### config.mk
export PLATFORM = sky130hd
export DESIGN_NAME = override_lock_auto_release_core_flat
export DESIGN_NICKNAME = d
export VERILOG_FILES = /design/src/design/olar_pkg.sv /design/src/design/olar_if.sv /design/src/design/olar_eval.sv /design/src/design/override_lock_auto_release_core.sv /design/src/flat_wrapper.sv
export SDC_FILE = /design/constraint.sdc
export NUM_CORES = 1
export LEC_CHECK = 0
export ABC_AREA = 1
export BUFFER_PORTS_ARGS = -buffer_cell sky130_fd_sc_hd__clkbuf_2
export CORE_UTILIZATION = 35
export DETAILED_ROUTE_END_ITERATION = 16
export GPL_TIMING_DRIVEN = 0
export PLACE_DENSITY = 0.52
export RECOVER_POWER = 50
export SYNTH_ARGS = -nofsm -noshare
export SYNTH_HDL_FRONTEND = slang
export SYNTH_HIERARCHICAL = 1
export SYNTH_SLANG_ARGS = --single-unit
### constraint.sdc
create_clock -name clk -period 3.25 [get_ports clk]
set_input_delay 0.65 -clock clk [delete_from_list [all_inputs] [get_ports clk]]
set_output_delay 0.65 -clock clk [all_outputs]
set_load 0.05 [all_outputs]
### src/design/olar_pkg.sv
// ----------------------------------------------------------------------------
// olar_pkg
// Shared types, constants and helpers of the override lock with auto release.
// ----------------------------------------------------------------------------
package olar_pkg;

	localparam int unsigned MS_W     = 32;
	localparam int unsigned DAY_W    = 9;
	localparam int unsigned MINUTE_W = 11;
	localparam int unsigned POLICY_W = 3;
	localparam int unsigned MODE_W   = 4;
	localparam int unsigned RMIN_W   = 16;
	localparam int unsigned CFG_IDX_W  = 2;
	localparam int unsigned CFG_DATA_W = 32;

	localparam logic [MS_W-1:0] MS_PER_MIN  = MS_W'(1 * 60 * 1000);
	localparam logic [MS_W-1:0] MS_PER_HOUR = MS_W'(60 * 60 * 1000);
	localparam logic [RMIN_W-1:0] NO_MINUTE = 16'hFFFF;

	localparam logic [MODE_W-1:0] MODE_NONE     = 4'd0;
	localparam logic [MODE_W-1:0] MODE_NEXT_DAY = 4'd12;

	localparam logic KIND_LOCK = 1'b0;
	localparam logic KIND_TICK = 1'b1;

	typedef enum logic [POLICY_W-1:0] {
		POL_LEGACY      = 3'd0,
		POL_DURATION    = 3'd1,
		POL_TIME        = 3'd2,
		POL_DUR_OR_TIME = 3'd3,
		POL_EXTERNAL    = 3'd4,
		POL_DISABLED    = 3'd5
	} olar_policy_t;

	typedef enum logic [CFG_IDX_W-1:0] {
		CFG_RELEASE_POLICY = 2'd0,
		CFG_LEGACY_MODE    = 2'd1,
		CFG_HOLD_DURATION  = 2'd2,
		CFG_RELEASE_MINUTE = 2'd3
	} olar_cfg_idx_t;

	typedef struct packed {
		logic [POLICY_W-1:0] release_policy;
		logic [MODE_W-1:0]   legacy_mode;
		logic [MS_W-1:0]     hold_duration_ms;
		logic [RMIN_W-1:0]   release_minute;
	} olar_cfg_t;

	typedef struct packed {
		logic                kind;
		logic                lock_request;
		logic [MS_W-1:0]     now_ms;
		logic                time_valid;
		logic [DAY_W-1:0]    day_of_year;
		logic [MINUTE_W-1:0] minute_of_day;
	} olar_item_t;

	typedef struct packed {
		logic                locked;
		logic [MS_W-1:0]     release_deadline;
		logic                stamp_valid;
		logic [DAY_W-1:0]    activation_day;
		logic [MINUTE_W-1:0] activation_minute;
	} olar_state_t;

	localparam olar_state_t STATE_CLEAR = '0;

	function automatic olar_policy_t eff_policy(input logic [POLICY_W-1:0] raw);
		olar_policy_t pol;
		if (raw > POLICY_W'(POL_DISABLED))
			pol = POL_LEGACY;
		else
			pol = olar_policy_t'(raw);
		return pol;
	endfunction

	function automatic logic [MS_W-1:0] legacy_duration(input logic [MODE_W-1:0] mode);
		logic [MS_W-1:0] d;
		case (mode)
			4'd1:    d = MS_W'(1 * MS_PER_MIN);
			4'd2:    d = MS_W'(2 * MS_PER_MIN);
			4'd3:    d = MS_W'(5 * MS_PER_MIN);
			4'd4:    d = MS_W'(10 * MS_PER_MIN);
			4'd5:    d = MS_W'(20 * MS_PER_MIN);
			4'd6:    d = MS_W'(30 * MS_PER_MIN);
			4'd7:    d = MS_W'(1 * MS_PER_HOUR);
			4'd8:    d = MS_W'(2 * MS_PER_HOUR);
			4'd9:    d = MS_W'(5 * MS_PER_HOUR);
			4'd10:   d = MS_W'(8 * MS_PER_HOUR);
			4'd11:   d = MS_W'(12 * MS_PER_HOUR);
			default: d = '0;
		endcase
		return d;
	endfunction

endpackage

### src/design/olar_if.sv
// ----------------------------------------------------------------------------
// olar channel interfaces
// Command, result and configuration write channels with valid/ready.
// ----------------------------------------------------------------------------
interface olar_cmd_if;
	import olar_pkg::*;
	logic                valid;
	logic                ready;
	logic                kind;
	logic                lock_request;
	logic [MS_W-1:0]     now_ms;
	logic                time_valid;
	logic [DAY_W-1:0]    day_of_year;
	logic [MINUTE_W-1:0] minute_of_day;

	modport source (output valid, kind, lock_request, now_ms, time_valid, day_of_year,
		minute_of_day, input ready);
	modport sink (input valid, kind, lock_request, now_ms, time_valid, day_of_year,
		minute_of_day, output ready);
endinterface

interface olar_res_if;
	logic valid;
	logic ready;
	logic lock_active;
	logic status_publish;

	modport source (output valid, lock_active, status_publish, input ready);
	modport sink (input valid, lock_active, status_publish, output ready);
endinterface

interface olar_cfg_if;
	import olar_pkg::*;
	logic                  valid;
	logic                  ready;
	logic [CFG_IDX_W-1:0]  addr;
	logic [CFG_DATA_W-1:0] data;

	modport source (output valid, addr, data, input ready);
	modport sink (input valid, addr, data, output ready);
endinterface

### src/design/olar_eval.sv
// ----------------------------------------------------------------------------
// olar_eval
// Next-state and publish evaluation for one command or tick transaction.
// ----------------------------------------------------------------------------
module olar_eval (
	input  olar_pkg::olar_cfg_t   cfg_i,
	input  olar_pkg::olar_item_t  item,
	input  olar_pkg::olar_state_t cur,
	output olar_pkg::olar_state_t nxt,
	output logic                  publish
);
	import olar_pkg::*;

	olar_policy_t       pol;
	logic [MS_W-1:0]    dur;
	logic [MS_W-1:0]    arm_deadline;
	logic [MS_W-1:0]    elapsed;
	logic               passed;
	logic [RMIN_W-1:0]  act_min_x;
	logic [RMIN_W-1:0]  min_x;
	logic               by_time;
	logic               next_day;
	olar_state_t        armed;

	assign pol = eff_policy(cfg_i.release_policy);

	always_comb begin
		case (pol)
			POL_LEGACY:                    dur = legacy_duration(cfg_i.legacy_mode);
			POL_DURATION, POL_DUR_OR_TIME: dur = cfg_i.hold_duration_ms;
			default:                       dur = '0;
		endcase
	end

	assign arm_deadline = (dur != '0) ? item.now_ms + dur : '0;

	assign elapsed = item.now_ms - cur.release_deadline;
	assign passed  = (cur.release_deadline != '0) && !elapsed[MS_W-1];

	assign act_min_x = RMIN_W'(cur.activation_minute);
	assign min_x     = RMIN_W'(item.minute_of_day);

	assign by_time = (pol == POL_TIME || pol == POL_DUR_OR_TIME) && item.time_valid
		&& (cfg_i.release_minute != NO_MINUTE) && cur.stamp_valid
		&& !(item.day_of_year < cur.activation_day)
		&& !(item.day_of_year == cur.activation_day && cfg_i.release_minute <= act_min_x)
		&& (min_x >= cfg_i.release_minute);

	assign next_day = (cfg_i.legacy_mode == MODE_NEXT_DAY) && item.time_valid
		&& cur.stamp_valid && (item.day_of_year != cur.activation_day);

	always_comb begin
		armed                   = STATE_CLEAR;
		armed.locked            = 1'b1;
		armed.release_deadline  = arm_deadline;
		if (item.time_valid) begin
			armed.stamp_valid       = 1'b1;
			armed.activation_day    = item.day_of_year;
			armed.activation_minute = item.minute_of_day;
		end
	end

	always_comb begin
		nxt     = cur;
		publish = 1'b0;
		if (item.kind == KIND_LOCK) begin
			if (item.lock_request && pol == POL_DISABLED) begin
				nxt = cur;
			end else if (item.lock_request) begin
				nxt     = armed;
				publish = 1'b1;
			end else begin
				nxt     = STATE_CLEAR;
				publish = 1'b1;
			end
		end else if (cur.locked && pol != POL_EXTERNAL) begin
			if (pol != POL_LEGACY) begin
				if (passed || by_time) begin
					nxt     = STATE_CLEAR;
					publish = 1'b1;
				end
			end else if (cfg_i.legacy_mode != MODE_NONE) begin
				if (cur.release_deadline != '0) begin
					if (passed) begin
						nxt     = STATE_CLEAR;
						publish = 1'b1;
					end
				end else if (next_day) begin
					nxt     = STATE_CLEAR;
					publish = 1'b1;
				end
			end
		end
	end

endmodule

### src/design/override_lock_auto_release_core.sv
// ----------------------------------------------------------------------------
// override_lock_auto_release_core
// Override lock with automatic release by deadline, minute of day or day change.
// ----------------------------------------------------------------------------
// channel | dir | payload
// cmd     | in  | kind, lock_request, now_ms, time_valid, day_of_year, minute_of_day
// res     | out | lock_active, status_publish
// cfg     | in  | addr (register index), data
//
// One transaction per cycle sustained while res is ready; cmd reaches res through
// the input register, then evaluation into the result register.
// Lock state is updated as a transaction leaves the input register.
// res stalls back-pressure cmd only when both registers are full.
// cfg is always ready; arst_n clears lock state and resets configuration to defaults.
// ----------------------------------------------------------------------------
module override_lock_auto_release_core (
	input logic        clk,
	input logic        arst_n,
	olar_cmd_if.sink   cmd,
	olar_res_if.source res,
	olar_cfg_if.sink   cfg
);
	import olar_pkg::*;

	olar_cfg_t   cfg_q;
	olar_state_t st_q;
	olar_state_t st_next;
	olar_item_t  item_s1;
	logic        valid_s1;
	logic        out_valid_q;
	logic        lock_q;
	logic        publish_q;
	logic        ev_publish;
	logic        adv;
	logic        out_free;

	assign cfg.ready = 1'b1;

	always_ff @(posedge clk or negedge arst_n) begin
		if (!arst_n) begin
			cfg_q.release_policy   <= POLICY_W'(POL_LEGACY);
			cfg_q.legacy_mode      <= MODE_NONE;
			cfg_q.hold_duration_ms <= '0;
			cfg_q.release_minute   <= NO_MINUTE;
		end else if (cfg.valid) begin
			case (olar_cfg_idx_t'(cfg.addr))
				CFG_RELEASE_POLICY: cfg_q.release_policy   <= cfg.data[POLICY_W-1:0];
				CFG_LEGACY_MODE:    cfg_q.legacy_mode      <= cfg.data[MODE_W-1:0];
				CFG_HOLD_DURATION:  cfg_q.hold_duration_ms <= cfg.data[MS_W-1:0];
				CFG_RELEASE_MINUTE: cfg_q.release_minute   <= cfg.data[RMIN_W-1:0];
				default:            cfg_q <= cfg_q;
			endcase
		end
	end

	assign out_free  = !out_valid_q || res.ready;
	assign adv       = valid_s1 && out_free;
	assign cmd.ready = !valid_s1 || out_free;

	always_ff @(posedge clk or negedge arst_n) begin
		if (!arst_n) begin
			valid_s1 <= 1'b0;
		end else if (cmd.ready) begin
			valid_s1 <= cmd.valid;
		end
	end

	always_ff @(posedge clk) begin
		if (cmd.valid && cmd.ready) begin
			item_s1.kind          <= cmd.kind;
			item_s1.lock_request  <= cmd.lock_request;
			item_s1.now_ms        <= cmd.now_ms;
			item_s1.time_valid    <= cmd.time_valid;
			item_s1.day_of_year   <= cmd.day_of_year;
			item_s1.minute_of_day <= cmd.minute_of_day;
		end
	end

	olar_eval u_eval (
		.cfg_i   (cfg_q),
		.item    (item_s1),
		.cur     (st_q),
		.nxt     (st_next),
		.publish (ev_publish)
	);

	always_ff @(posedge clk or negedge arst_n) begin
		if (!arst_n) begin
			st_q <= STATE_CLEAR;
		end else if (adv) begin
			st_q <= st_next;
		end
	end

	always_ff @(posedge clk or negedge arst_n) begin
		if (!arst_n) begin
			out_valid_q <= 1'b0;
		end else if (out_free) begin
			out_valid_q <= valid_s1;
		end
	end

	always_ff @(posedge clk) begin
		if (adv) begin
			lock_q    <= st_next.locked;
			publish_q <= ev_publish;
		end
	end

	assign res.valid          = out_valid_q;
	assign res.lock_active    = lock_q;
	assign res.status_publish = publish_q;

	a_deadline_locked: assert property (@(posedge clk) disable iff (!arst_n)
		(st_q.release_deadline != '0) |-> st_q.locked)
		else $error("release deadline armed while unlocked");

	a_stamp_locked: assert property (@(posedge clk) disable iff (!arst_n)
		st_q.stamp_valid |-> st_q.locked)
		else $error("activation stamp valid while unlocked");

	a_quiet_keeps_lock: assert property (@(posedge clk) disable iff (!arst_n)
		(adv && !ev_publish) |=> (st_q.locked == $past(st_q.locked)))
		else $error("lock state changed without publish");

	a_adv_fills_out: assert property (@(posedge clk) disable iff (!arst_n)
		adv |=> out_valid_q)
		else $error("transaction lost between input and result registers");

	a_stall_holds_s1: assert property (@(posedge clk) disable iff (!arst_n)
		(valid_s1 && !adv) |=> (valid_s1 && $stable(item_s1)))
		else $error("stalled transaction dropped from input register");

endmodule
### src/flat_wrapper.sv
// flat-port wrapper written by rule: the top's interface ports become plain ports
module override_lock_auto_release_core_flat import olar_pkg::*;
  (clk, arst_n, cmd_valid, cmd_kind, cmd_lock_request, cmd_now_ms, cmd_time_valid, cmd_day_of_year, cmd_minute_of_day, cmd_ready, res_valid, res_lock_active, res_status_publish, res_ready, cfg_valid, cfg_addr, cfg_data, cfg_ready);
  olar_cmd_if cmd_i ();
  olar_res_if res_i ();
  olar_cfg_if cfg_i ();
  input logic clk;
  input logic arst_n;
  input wire logic [$bits(cmd_i.valid)-1:0] cmd_valid;
  input wire logic [$bits(cmd_i.kind)-1:0] cmd_kind;
  input wire logic [$bits(cmd_i.lock_request)-1:0] cmd_lock_request;
  input wire logic [$bits(cmd_i.now_ms)-1:0] cmd_now_ms;
  input wire logic [$bits(cmd_i.time_valid)-1:0] cmd_time_valid;
  input wire logic [$bits(cmd_i.day_of_year)-1:0] cmd_day_of_year;
  input wire logic [$bits(cmd_i.minute_of_day)-1:0] cmd_minute_of_day;
  output wire logic [$bits(cmd_i.ready)-1:0] cmd_ready;
  output wire logic [$bits(res_i.valid)-1:0] res_valid;
  output wire logic [$bits(res_i.lock_active)-1:0] res_lock_active;
  output wire logic [$bits(res_i.status_publish)-1:0] res_status_publish;
  input wire logic [$bits(res_i.ready)-1:0] res_ready;
  input wire logic [$bits(cfg_i.valid)-1:0] cfg_valid;
  input wire logic [$bits(cfg_i.addr)-1:0] cfg_addr;
  input wire logic [$bits(cfg_i.data)-1:0] cfg_data;
  output wire logic [$bits(cfg_i.ready)-1:0] cfg_ready;
  assign cmd_i.valid = cmd_valid;
  assign cmd_i.kind = cmd_kind;
  assign cmd_i.lock_request = cmd_lock_request;
  assign cmd_i.now_ms = cmd_now_ms;
  assign cmd_i.time_valid = cmd_time_valid;
  assign cmd_i.day_of_year = cmd_day_of_year;
  assign cmd_i.minute_of_day = cmd_minute_of_day;
  assign cmd_ready = cmd_i.ready;
  assign res_valid = res_i.valid;
  assign res_lock_active = res_i.lock_active;
  assign res_status_publish = res_i.status_publish;
  assign res_i.ready = res_ready;
  assign cfg_i.valid = cfg_valid;
  assign cfg_i.addr = cfg_addr;
  assign cfg_i.data = cfg_data;
  assign cfg_ready = cfg_i.ready;
  override_lock_auto_release_core u_core (.clk(clk), .arst_n(arst_n), .cmd(cmd_i), .res(res_i), .cfg(cfg_i));
endmodule
==> results.md <==
- The average vias per placed instance is 4.89.
- The sequential share of power is approximately 32%.
- The number of nets in the layout is ~2200.
- The routed wire length is 41200 um.
- The area share of the leading cell type in the synthesized netlist is a little over a fifth.
- The number of buffers inserted for hold repair after clock tree synthesis is 0.
- The floorplan has 70 rows.
- The share of the cycle needed by the critical path after routing is 94.6%.
- The count of placed standard cells in the final layout, fillers left out is about 2500.
- The checks that failed: capacitance limit, slew limit.
- The largest voltage drop on the vdd net is 0.384 mV.
- After synthesis, flip-flops and latches occupy 34.5% of the total area.
- Among all stages on the critical path, the largest delay is contributed by sky130_fd_sc_hd__dfrtp_2.
- Of all nets on the critical path, the largest fanout is 5.
- The number of antenna violations at the first check in global routing is 0.
- The synthesized design contains approximately 170 register bits.
- Setup repair after global routing could not meet its margin everywhere.
- The detail route stage leaves a number of antenna-violating nets equal to 0.
- The worst slew margin relative to its limit is -78.8%.
- The largest stage delay on the critical path is 0.46 ns.
- The full die area is approximately 38000 um2.
- For this design the top-level I/O count stands at 99.
- For the worst setup path, the data required time is approximately 3.7 ns.
- Counting instances in the post-synthesis netlist gives the leading cell types as 754 x sky130_fd_sc_hd__nand2_1, 257 x sky130_fd_sc_hd__inv_1, 104 x sky130_fd_sc_hd__nand3_1, 99 x sky130_fd_sc_hd__ha_1, 99 x sky130_fd_sc_hd__nor2_1.
- For the worst setup path, the data arrival time is 3.48 ns.
- The fill cell total of the finished layout is 3843.
- The dominant register cell in the synthesized netlist is sky130_fd_sc_hd__dfrtp_1.
- Clock tree synthesis selected as its root buffer the cell sky130_fd_sc_hd__clkbuf_16.
- Once placement completed, the tool counted placed cells totaling 2436.
- The fmax is 325 MHz.
- The worst path needs roughly 3.1 ns of the cycle, external delays included.
- The clock-pin slew of the registers on the worst-case setup and hold paths is around 0.080 ns.
- The count of buffers added on input and output ports is 94.
- In this run the horizontal extent of the chip is 195 um.
- The internal power of the cells totals 0.00523 W.
- In the global route stage, met3 resource usage came out at 3.97%.
- The flow ran to the end, but the final reports show violations.
- Summed over all nets, the half-perimeter wirelength after detailed placement is 32200 um.
- The detailed-route DRC error count is 0.
- For this design the ratio of total power to cell area is roughly 600 nW/um2.
- The peak-usage layer in the global routing report is met2.
- The total global routing track utilization is 22.2%.
- Global routing consumed, on the met1 layer, between 20% and 30% of the routing resources.
- The insertion delay to the later sink of the worst-skew pair is 0.47 ns.
- For the final database, setup skew stands at about 0.016 ns.
- The H-tree was split into 4 levels.
- The number of flops mapped to enable cells by yosys is 57.
- Setup violations remaining at the end of the flow were counted as 0.
- Once the floorplan was initialized, standard cells occupied between 30% and 40% of the core.
- Combinational logic is responsible for roughly 45% of the overall power.
- Synthesis produced a netlist with a net count of 2066.
- The count of endpoints failing hold in the final timing report came to 0.
- Before CTS, the worst setup slack after placement is -0.406 ns.
- In the final layout, the share of cells above drive strength 1 is 17.5%.
- In this run the cell area of the synthesized design comes to 13100 um2.
- The final-report max-slew violation count is 42.
- The number of global-route vias before repair is between 10000 and 15000.
- In this run, the number of DRC markers left after iteration 0 of detailed routing was 825.
- In the synthesized netlist, the number of instances is approximately 1900.
- The total clock buffers created by CTS is 17.
- The via total after detailed routing is 12127.
- The count of cell types in the netlist is 47.
- The critical path class is flop to flop.
- Cells fill 41.7% of the core in the end.
- The cell seen most often among critical-path stages is sky130_fd_sc_hd__nand2_1.
- At the pin with the least slew margin, the transition time is 2.68 ns.
- The number of warnings printed during yosys synthesis is 6.
- Entering global routing, the biggest net connects 71 pins.
- The weighted congestion reported at the end of routability-driven placement is 0.901.
- Each instance of the synthesized netlist takes up on average 6.98 um2.
- The area added between synthesis and finish is 17.2%.
- The switching part of the total is 44.2%.
- The worst setup path is launched from a flop.
- The signal on the critical path passes through buf_4 -> ha_1 -> nor2_1 -> o21ai_0 -> nand2_1 -> nand2_1 -> ha_4 -> nand2_1 -> nor2_2 -> nor3b_1 -> nand2_1 -> nand2_2 -> nand2_1 -> nand2_1 -> xor2_2 -> nand3_2 -> nand2_1 -> nand2_1 -> nand2_1 -> nand3_1 -> nand2_1.
- The max-cap violation count is 1.
- STA classifies the critical path endpoint as a flop.
- The sink count of the clock tree is between 150 and 200.
- The met2 track demand over resource in global routing is 37.1%.
- The number of inserted diodes is 0.
- The aggregate global routing overflow is 0.
- The most used standard cell by instance count after synthesis is sky130_fd_sc_hd__nand2_1.
- The region available for standard cell placement spans 36700 um2.
- The post-route worst hold slack is roughly 0.35 ns.
- For this design the total switching power over the nets is 0.00414 W.
- In the post-synthesis netlist, the biggest area contributors are sky130_fd_sc_hd__nand2_1 22%, sky130_fd_sc_hd__dfrtp_1 18%, sky130_fd_sc_hd__edfxtp_1 13%.
- In this run the static leakage power is 8.14 nW.
- The buffer depth of the longest clock path is 2.
- The first-pass GRT wire length is between 60000 and 70000 um.
- After synthesis, the share of flip-flops with an asynchronous set or reset is about 66%.
- The share of total power in the clock network is between 20% and 30%.
- The worst path meets setup with 0.177 ns of slack.
- For this run, the detailed router's first-pass iteration total came to 4.
- The CTS tree is built.
- The total negative slack is 0 ns.
- After detailed routing, the average wire length per cell comes to approximately 17 um.
- The biggest area contributor in the post-synthesis netlist is sky130_fd_sc_hd__nand2_1.
- From bottom edge to top edge, the die measures 195 um.
- The min-delay analysis places its worst path in the category input pin to flop.
==> power by group through the flow <==
stage	registers [W]	logic (W)	clock network, W
finish	0.00303	0.00425	0.00209
global route	0.00309	0.00479	0.00223
CTS	0.00303	0.00392	0.00215
detailed placement	0.00306	0.00384	0
global placement	0.00306	0.00378	0
floorplan	0.00293	0.00277	0
==> repair_timing <==
action,4_1_cts,5_1_grt
resized for setup,21,100
setup buffers,4,8
pin swaps,0,15
setup endpoints to repair,21,33
==> critical path, delay by kind of cell (launching register included) <==
family / cells / cell delay, ns
flops: 1 / 0.46
xor+xnor: 1 / 0.20
simple gates: 16 / 1.57
buf+inv: 1 / 0.15
compound gates: 1 / 0.09
fa+ha+maj: 2 / 0.55
==> layout make-up <==
class                      count  area (um2)  area share [%]
inverter                     265        1000            6.55
clock inverter                14         148           0.965
sequential                   168        4510            29.5
multi-input combinational   1362        7500            49.0
tap                          468         586            3.83
timing repair buffer         108         604            3.95
clock buffer                  18         439            2.87
buffer                        77         519            3.39
==> cell families (layout without fill, tap and decap cells) <==
kind of cell / Yosys count / count (layout) / share of synthesized area (%)
other cells: 1 / 1 / 0.0287
buf+inv: 342 / 482 / 11.9
compound gates: 164 / 164 / 7.16
simple gates: 1075 / 1075 / 35.3
xor+xnor: 22 / 22 / 1.48
flops: 168 / 168 / 34.5
fa+ha+maj: 100 / 100 / 9.64
==> through the flow <==
step           total power [W]  cell area [um2]
6_report               0.00937            15300
5_1_grt                 0.0101            15300
4_1_cts                0.00910            14900
3_5_place_dp           0.00690            14200
3_3_place_gp           0.00684            14100
2_1_floorplan          0.00570            13100
==> registers in the layout, indices dropped and copies added (netlist names) <==
signal,count
u_core/item_s1,55
u_core/res.lock_active,1
u_core/st_q,54
u_core/res.valid,1
u_core/valid_s1,1
u_core/cfg_q,55
u_core/res.status_publish,1
==> final timing paths <==
| check | end | slack (ns) | cells after the start | startpoint |
|---|---|---|---|---|
| min in group asynchronous | u_core/st_q[40] | 1.03 | 1 | arst_n |
| max reg2reg | u_core/st_q[42] | 0.18 | 21 | u_core/cfg_q[48] |
| min reg2reg | u_core/cfg_q[44] | 0.47 | 2 | u_core/cfg_q[44] |
| max in group asynchronous | u_core/st_q[16] | 0.68 | 1 | arst_n |
| min | u_core/item_s1[48] | 0.35 | 1 | cmd_now_ms[27] |
| max | u_core/st_q[42] | 0.18 | 21 | u_core/cfg_q[48] |
==> metal layers <==
layer	vias up	part of all wire (%)
met5	-	0
met4	0	2.6
met3	49	3.9
met2	248	47
met1	5619	46
li1	6211	-
==> cells in the final DEF, fill, tap and decap left out, types with 3 or more instances in the layout <==
cell type	netlist	final
sky130_fd_sc_hd__dfstp_2	16	16
sky130_fd_sc_hd__inv_8	0	3
sky130_fd_sc_hd__clkinv_8	0	3
sky130_fd_sc_hd__clkbuf_4	0	4
sky130_fd_sc_hd__inv_2	5	9
sky130_fd_sc_hd__dfrtp_1	95	93
sky130_fd_sc_hd__nand4_1	55	55
sky130_fd_sc_hd__inv_6	0	5
sky130_fd_sc_hd__nand2_1	754	738
sky130_fd_sc_hd__a21oi_2	0	13
sky130_fd_sc_hd__buf_4	16	27
sky130_fd_sc_hd__buf_2	23	19
sky130_fd_sc_hd__nand3_1	104	105
sky130_fd_sc_hd__nand3_2	34	35
sky130_fd_sc_hd__xor2_1	18	15
sky130_fd_sc_hd__buf_6	23	18
sky130_fd_sc_hd__nor2_1	99	89
sky130_fd_sc_hd__xnor2_1	4	4
sky130_fd_sc_hd__o21ai_1	19	11
sky130_fd_sc_hd__nor3_1	10	9
sky130_fd_sc_hd__o21a_1	4	4
sky130_fd_sc_hd__clkbuf_1	13	22
sky130_fd_sc_hd__o22ai_1	18	18
sky130_fd_sc_hd__ha_2	0	6
sky130_fd_sc_hd__edfxtp_1	57	57
sky130_fd_sc_hd__inv_1	257	252
sky130_fd_sc_hd__a21oi_1	67	52
sky130_fd_sc_hd__ha_4	0	15
sky130_fd_sc_hd__o21ai_0	32	35
sky130_fd_sc_hd__clkbuf_16	0	17
sky130_fd_sc_hd__ha_1	99	78
sky130_fd_sc_hd__nand2_2	5	20
sky130_fd_sc_hd__inv_4	1	5
sky130_fd_sc_hd__clkbuf_2	0	91
sky130_fd_sc_hd__o211ai_1	4	4
sky130_fd_sc_hd__o21ai_4	0	5
sky130_fd_sc_hd__o21ai_2	8	8
sky130_fd_sc_hd__o31ai_4	0	3
sky130_fd_sc_hd__nor2_2	1	9
Note: power is estimated with default switching activity, not from simulation.
